## src/hdl/obb_pkg.sv

```systemverilog
`timescale 1ns / 1ps

package obb_pkg;

    localparam int COORD_W    = 32;
    localparam int EXT_W      = 31;
    localparam int QUAT_W     = 16;
    localparam int PROD_W     = 2 * QUAT_W;
    localparam int MAT_W      = PROD_W + 2;
    localparam int MAG_W      = PROD_W + 1;
    localparam int TERM_W     = PROD_W + EXT_W;
    localparam int SUM_W      = TERM_W + 2;
    localparam int FRAC_SHIFT = 28;
    localparam int HALF_W     = SUM_W - FRAC_SHIFT;
    localparam int BOUND_W    = HALF_W + 2;
    localparam int LATENCY    = 5;

    typedef struct packed {
        logic signed [COORD_W-1:0] center_x;
        logic signed [COORD_W-1:0] center_y;
        logic signed [COORD_W-1:0] center_z;
        logic        [EXT_W-1:0]   half_extent_x;
        logic        [EXT_W-1:0]   half_extent_y;
        logic        [EXT_W-1:0]   half_extent_z;
        logic signed [QUAT_W-1:0]  quat_i;
        logic signed [QUAT_W-1:0]  quat_j;
        logic signed [QUAT_W-1:0]  quat_k;
        logic signed [QUAT_W-1:0]  quat_real;
    } obb_in_t;

    typedef struct packed {
        logic signed [COORD_W-1:0] lower_x;
        logic signed [COORD_W-1:0] lower_y;
        logic signed [COORD_W-1:0] lower_z;
        logic signed [COORD_W-1:0] upper_x;
        logic signed [COORD_W-1:0] upper_y;
        logic signed [COORD_W-1:0] upper_z;
    } obb_out_t;

    // Per-axis vectors; index 0 is x, 1 is y, 2 is z.
    typedef logic signed [2:0][COORD_W-1:0] obb_center_t;
    typedef logic        [2:0][EXT_W-1:0]   obb_extent_t;
    typedef logic        [2:0][2:0][MAG_W-1:0]  obb_mag_t;
    typedef logic        [2:0][2:0][TERM_W-1:0] obb_term_t;
    typedef logic        [2:0][HALF_W-1:0]  obb_width_t;

endpackage

```

## src/hdl/obb_bound_sat.sv

```systemverilog
`timescale 1ns / 1ps

module obb_bound_sat (
    input  logic                 clk,
    input  logic                 rst_n,
    input  logic                 in_valid,
    input  obb_pkg::obb_center_t center,
    input  obb_pkg::obb_term_t   term,
    output logic                 out_valid,
    output obb_pkg::obb_out_t    bounds
);
    import obb_pkg::*;

    localparam logic [SUM_W-1:0] HALF_UNIT = SUM_W'(1) << (FRAC_SHIFT - 1);

    typedef logic signed [BOUND_W-1:0] bound_t;

    function automatic logic signed [COORD_W-1:0] sat(input bound_t v);
        bound_t hi;
        bound_t lo;
        hi = BOUND_W'({1'b0, {(COORD_W-1){1'b1}}});
        lo = -hi - BOUND_W'(1);
        if (v > hi)
        begin
            sat = hi[COORD_W-1:0];
        end
        else if (v < lo)
        begin
            sat = lo[COORD_W-1:0];
        end
        else
        begin
            sat = v[COORD_W-1:0];
        end
    endfunction

    // Stage four: rounded half width per axis.
    obb_width_t        width_reg, width_next;
    obb_center_t       center_reg;
    logic              s4_valid_reg;
    logic [SUM_W-1:0]  sum [3];

    // Stage five: saturated bounds.
    obb_out_t          bounds_reg, bounds_next;
    logic              s5_valid_reg;
    bound_t            lower [3];
    bound_t            upper [3];

    always_comb
    begin
        for (int a = 0; a < 3; a++)
        begin
            sum[a] = SUM_W'(term[a][0]) + SUM_W'(term[a][1]) + SUM_W'(term[a][2]) + HALF_UNIT;
            width_next[a] = sum[a][SUM_W-1:FRAC_SHIFT];
        end
    end

    // The elements of the packed center vector are unsigned, so each one is
    // reinterpreted as signed before it is widened.
    always_comb
    begin
        for (int a = 0; a < 3; a++)
        begin
            lower[a] = BOUND_W'($signed(center_reg[a])) - bound_t'({2'b00, width_reg[a]});
            upper[a] = BOUND_W'($signed(center_reg[a])) + bound_t'({2'b00, width_reg[a]});
        end
        bounds_next.lower_x = sat(lower[0]);
        bounds_next.lower_y = sat(lower[1]);
        bounds_next.lower_z = sat(lower[2]);
        bounds_next.upper_x = sat(upper[0]);
        bounds_next.upper_y = sat(upper[1]);
        bounds_next.upper_z = sat(upper[2]);
    end

    always_ff @(posedge clk or negedge rst_n)
    begin
        if (!rst_n)
        begin
            s4_valid_reg <= 1'b0;
            s5_valid_reg <= 1'b0;
        end
        else
        begin
            s4_valid_reg <= in_valid;
            s5_valid_reg <= s4_valid_reg;
        end
    end

    always_ff @(posedge clk)
    begin
        width_reg  <= width_next;
        center_reg <= center;
        bounds_reg <= bounds_next;
    end

    assign out_valid = s5_valid_reg;
    assign bounds    = bounds_reg;

endmodule

```

## config.mk

```make
export PLATFORM = sky130hd
export DESIGN_NAME = obb_bound_sat
export DESIGN_NICKNAME = d
export VERILOG_FILES = /design/src/hdl/obb_pkg.sv /design/src/hdl/obb_bound_sat.sv
export SDC_FILE = /design/constraint.sdc
export NUM_CORES = 2
export LEC_CHECK = 0
export CORE_AREA = 8 8 328 330
export DETAILED_ROUTE_END_ITERATION = 10
export DIE_AREA = 0 0 336 338
export DONT_BUFFER_PORTS = 1
export SKIP_LAST_GASP = 1
export SYNTH_ARGS = -nofsm -noshare
export SYNTH_HDL_FRONTEND = slang
export SYNTH_SLANG_ARGS = --single-unit
```

## constraint.sdc

```tcl
create_clock -name clk -period 4.4 [get_ports clk]
set_clock_uncertainty 0.05 [all_clocks]
set_input_delay 0.22 -clock clk [delete_from_list [all_inputs] [get_ports clk]]
set_output_delay 0.22 -clock clk [all_outputs]
set_load 0.01 [all_outputs]
```

* Word level (Yosys, flattened, before mapping)
Index checks and enable logic that the tools add are counted.
** Word-level totals
- Register bits :: 401
- Input bits :: 666
- Output and inout bits :: 193
- Logic and storage cells :: 47
** Cells by class
- $add $sub $neg :: 15
- Magnitude comparators :: 12
- Mux-type cells :: 6
** Operators with widths (number)
- 39-bit by 32-bit > comparator with 1-bit output (second input constant) :: 6
- 39-bit by 32-bit less-than comparator with 1-bit output (second input constant) :: 6
- 64-bit by 63-bit adder with 65-bit output :: 3
- 65-bit by 28-bit adder with 65-bit output (second input constant) :: 3
- 63-bit by 63-bit adder with 64-bit output :: 3
- 32-bit 2-to-1 mux :: 6
- 32-bit by 38-bit adder with 39-bit output :: 3
- 32-bit by 38-bit subtractor with 39-bit output :: 3

* Depth between registers and ports, before layout
- Depth in word-level cells :: 3
- Mapped depth :: 18

* Worst setup path before layout
Ideal clock, no wire load.
- Path type :: reg-to-reg
- Start point :: register center_reg[0] (netlist name)
- End point :: register bounds_reg, in the netlist bounds[187]
- Arrival :: 3.864 ns
- Slack :: 0.419 ns
- Cell stages (with the launch flop) :: 19
- Path buffers :: 3
- Cell sequence :: dfxtp_1 -> inv_1 -> ha_1 -> inv_1 -> fa_1 -> a211oi_2 -> nor2_1 -> o311ai_4 -> a31oi_4 -> o311ai_1 -> a21oi_1 -> xnor2_1 -> or4b_1 -> or4_1 -> buf_2 -> and2_4 -> buf_6 -> buf_6 -> o21ai_2
** On the way
- Word-level cells in the longest chain between the ends :: 3
- Elaborated cells between the ends (all ways) :: 4
- Those cells by class :: add/sub: 1; order compare: 2; mux: 1
** RTL lines
- start, declared :: line obb_bound_sat.sv:39 : obb_center_t center_reg;
- start signal, assigned :: line obb_bound_sat.sv:92 : center_reg <= center;
- 32-bit by 38-bit subtractor with 39-bit output (*) :: line obb_bound_sat.sv:64 : lower[a] = BOUND_W'($signed(center_reg[a])) - bound_t'({2'b00, width_reg[a]});
- 39-bit by 32-bit less-than comparator with 1-bit output :: line obb_bound_sat.sv:27 : else if (v < lo)
- 32-bit 2-to-1 mux :: line obb_bound_sat.sv:27
- end signal, assigned :: line obb_bound_sat.sv:93 : bounds_reg <= bounds_next;
- end, declared :: line obb_bound_sat.sv:44 : obb_out_t bounds_reg, bounds_next;
Mark *: on every way between the ends. The rest lies on a longest branch, timed or not.
A chain may end at the register's enable or synchronous reset.

* Worst setup path in the final report
- Start point :: register center_reg[0] (netlist name)
- End point :: register bounds_reg, in the netlist bounds[174]
Same word-level chain as after synthesis.

==> results.json <==
{
  "status": "finished, final reports clean",
  "clkSinkCount": 401,
  "async_flop_share_pct": 0.499,
  "first_global_vias": 30842,
  "slew_headroom_pct": 54.1,
  "cts-root-buf": "clkbuf_16",
  "clk_path_buf_depth": 3,
  "layout-drive-gt1-share_pct": 6.51,
  "finalCritPeriodShare_pct": 95.4,
  "min_path_type": "in2reg",
  "fp.dieW_um": 336,
  "timing.fmax_mhz": 238,
  "grt_util_met2_pct": 35.0,
  "drv_cap": 0,
  "layout_commonest_cell": "ha_1",
  "cp.required_ps": 4880,
  "cts_setup_buffers": 0,
  "overflow": 0,
  "gp_congestion": 0.934,
  "largest_register_ffs": 192,
  "grt_max_degree": 32,
  "fin_tns_setup_ps": 0,
  "core_um2": 103000,
  "leakagePower_nw": 18.0,
  "top_usage_layer": "met2",
  "fillCellCount": 10239,
  "htree_levels": 2,
  "crit_path_end_kind": "register",
  "mostFrequentLayoutCells": "ha_1 (594), a21oi_1 (422), dfxtp_1 (399)",
  "pin_count": 859,
  "drtAntennaViolNets": 0,
  "post_drt_wl_per_cell_um": 21.5,
  "path_cells": "inv_1 -> ha_1 -> inv_1 -> fa_1 -> a211oi_2 -> nor2_1 -> o311ai_4 -> a31oi_4 -> nor4_4 -> o41ai_2 -> xor2_1 -> or4b_1 -> or4_4 -> and2_4 -> o21ai_1",
  "use_met3_pct": 4.25,
  "synthFlopType": "dfxtp_1",
  "yosysSeqAreaShare_pct": 22.5,
  "path_clk_slew_ps": 60,
  "drt_iter0_markers": 2087,
  "rsz0062_at_grt": "no",
  "ir_worst_vdd_mv": 0.344,
  "nets": 5611,
  "synthAdderAreaFrac_pct": 31.5,
  "cp.arrival_ps": 4680,
  "syn_nets": 5466,
  "setup_viol": 0,
  "yosysWarningCount": 0,
  "synth_edf_count": 0,
  "hold_start": "center[81]",
  "area_growth_syn_to_layout_pct": 14.0,
  "worst_pin_slew_ps": 687,
  "antenna_found_initial": 5,
  "wl_um": 120000,
  "post_synth_mux_area_share_pct": 0.115,
  "firstDrtPassIters": 6,
  "die-area_um2": 114000,
  "cp-start-kind": "register",
  "syn_area_um2": 35800,
  "critPathMaxFanout": 24,
  "yosysUniqueCellTypes": 94,
  "hpwl_um": 103000,
  "synth-seq-cells": 401,
  "yosys.area_share.simple_pct": 11.5,
  "hold_viol": 0,
  "grt_pass1_wl_um": 181000,
  "syn_inst": 4014,
  "crit_start": "center_reg[0]",
  "whs_ps": 103,
  "cts_buffers": 48,
  "path_class": "reg2reg",
  "drv_slew": 0,
  "fp-row-count": 118,
  "critPathMostFrequentCell": "inv_1",
  "grt.met1_usage_pct": 25.0,
  "min_period_ps": 4200,
  "initial_core_util_pct": 34.8,
  "port_buffers": 0,
  "slowest_delay_ps": 530,
  "via_per_inst": 5.40,
  "crit_slowest_cell": "or4b_1",
  "die-height_um": 338,
  "cts_tree": "yes",
  "grt_usage_pct": 20.0,
  "clock_latency_ps": 610,
  "syn-mean-instance-area_um2": 8.91,
  "rr_startpoint": "center_reg[0]",
  "vias": 30113,
  "p_per_area_nw_per_um2": 705,
  "remaining_drc_errors": 0,
  "synthXorXnorAreaFrac_pct": 7.30,
  "synth_top_family_by_area": "adder cells",
  "synth_compound_area_share_pct": 22.5
}
==> cells in the mapped netlist, drive strengths merged, types with 44 or more instances <==
master  number  share of area [%]
xor2        64                1.6
o21ai      306                4.3
nor3        62               0.87
nor2       251                2.6
nand4       51               0.89
xnor2      233                5.7
o21bai      69                1.4
inv        274                2.9
fa         192                 11
nand2b      44               0.77
nand2      172                1.8
a21oi      437                6.3
clkbuf     100                1.0
dfxtp      399                 22
ha         594                 21
nand3       66               0.92
a21o       113                2.4
o31ai       46               0.98
==> critical path: cells and delay by family, from the launching register on <==
kind	cells	cell delay, ps
buffers and inverters	2	120
AND/OR/NAND/NOR	5	1840
AO/OA/AOI/OAI	5	1000
flip-flops	1	320
adder cells (fa/ha/maj)	2	600
XOR/XNOR	1	160
==> stage by stage <==
stage	total power (W)	instance area, µm²	utilization (%)	setup WS [ps]	std cells
final	0.0287	40800	39.7	203	5580
after global routing	0.0309	40700	39.7	17.2	5577
after CTS	0.0287	40700	39.7	66.3	5576
after detailed placement	0.0242	38000	37.0	-47.4	5384
after global placement	0.0242	38000	37.0	-71.1	5384
after floorplan	0.0184	35800	-	419	4014
==> worst paths after layout <==
check,endpoint,depth (start not counted),slack (ps)
hold / removal,center_reg[81],1,100
max in group asynchronous,out_valid,2,3780
hold reg to reg,out_valid,0,310
min in group asynchronous,s4_valid_reg,2,380
setup / recovery,bounds[174],15,200
setup reg to reg,bounds[174],15,200
==> timing repair <==
item,4_1_cts,5_1_grt
hold buffers,105,0
resized for setup,1,11
pin swaps,0,1
endpoints found under the setup margin,2,81
hold endpoints to repair,104,0
==> power by group <==
group	switching (W)	internal (W)
sequential	0.00150	0.00515
combinational	0.0108	0.00707
clock	0.00172	0.00252
total	0.0140	0.0147
==> cells by family (layout without fill, tap and decap cells) <==
family / after synthesis / in the layout
buf+inv: 413 / 595
simple gates: 838 / 838
fa+ha+maj: 786 / 786
mux: 4 / 4
flops: 401 / 401
other cells: 0 / 4
compound gates: 1275 / 1275
xor+xnor: 297 / 297
==> final cells by class <==
| type | instances | area [µm²] | share of cell area [%] |
|---|---|---|---|
| diodes | 4 | 10.0 | 0.0246 |
| clock buffers | 62 | 1340 | 3.28 |
| clock inverters | 25 | 343 | 0.841 |
| inverters | 280 | 1050 | 2.58 |
| multi-input cells | 3200 | 26200 | 64.3 |
| flip-flops and latches | 401 | 8040 | 19.7 |
| well taps | 1380 | 1730 | 4.24 |
| repair buffers | 228 | 2060 | 5.06 |
==> per-layer routing <==
metal | part of all wire [%] | up-vias
met2 | 48 | 1001
met4 | 2.5 | 2
met3 | 6.8 | 132
li1 | - | 14692
met1 | 42 | 14286
met5 | 0.011 | -
Power figures use the tool's default switching activity.
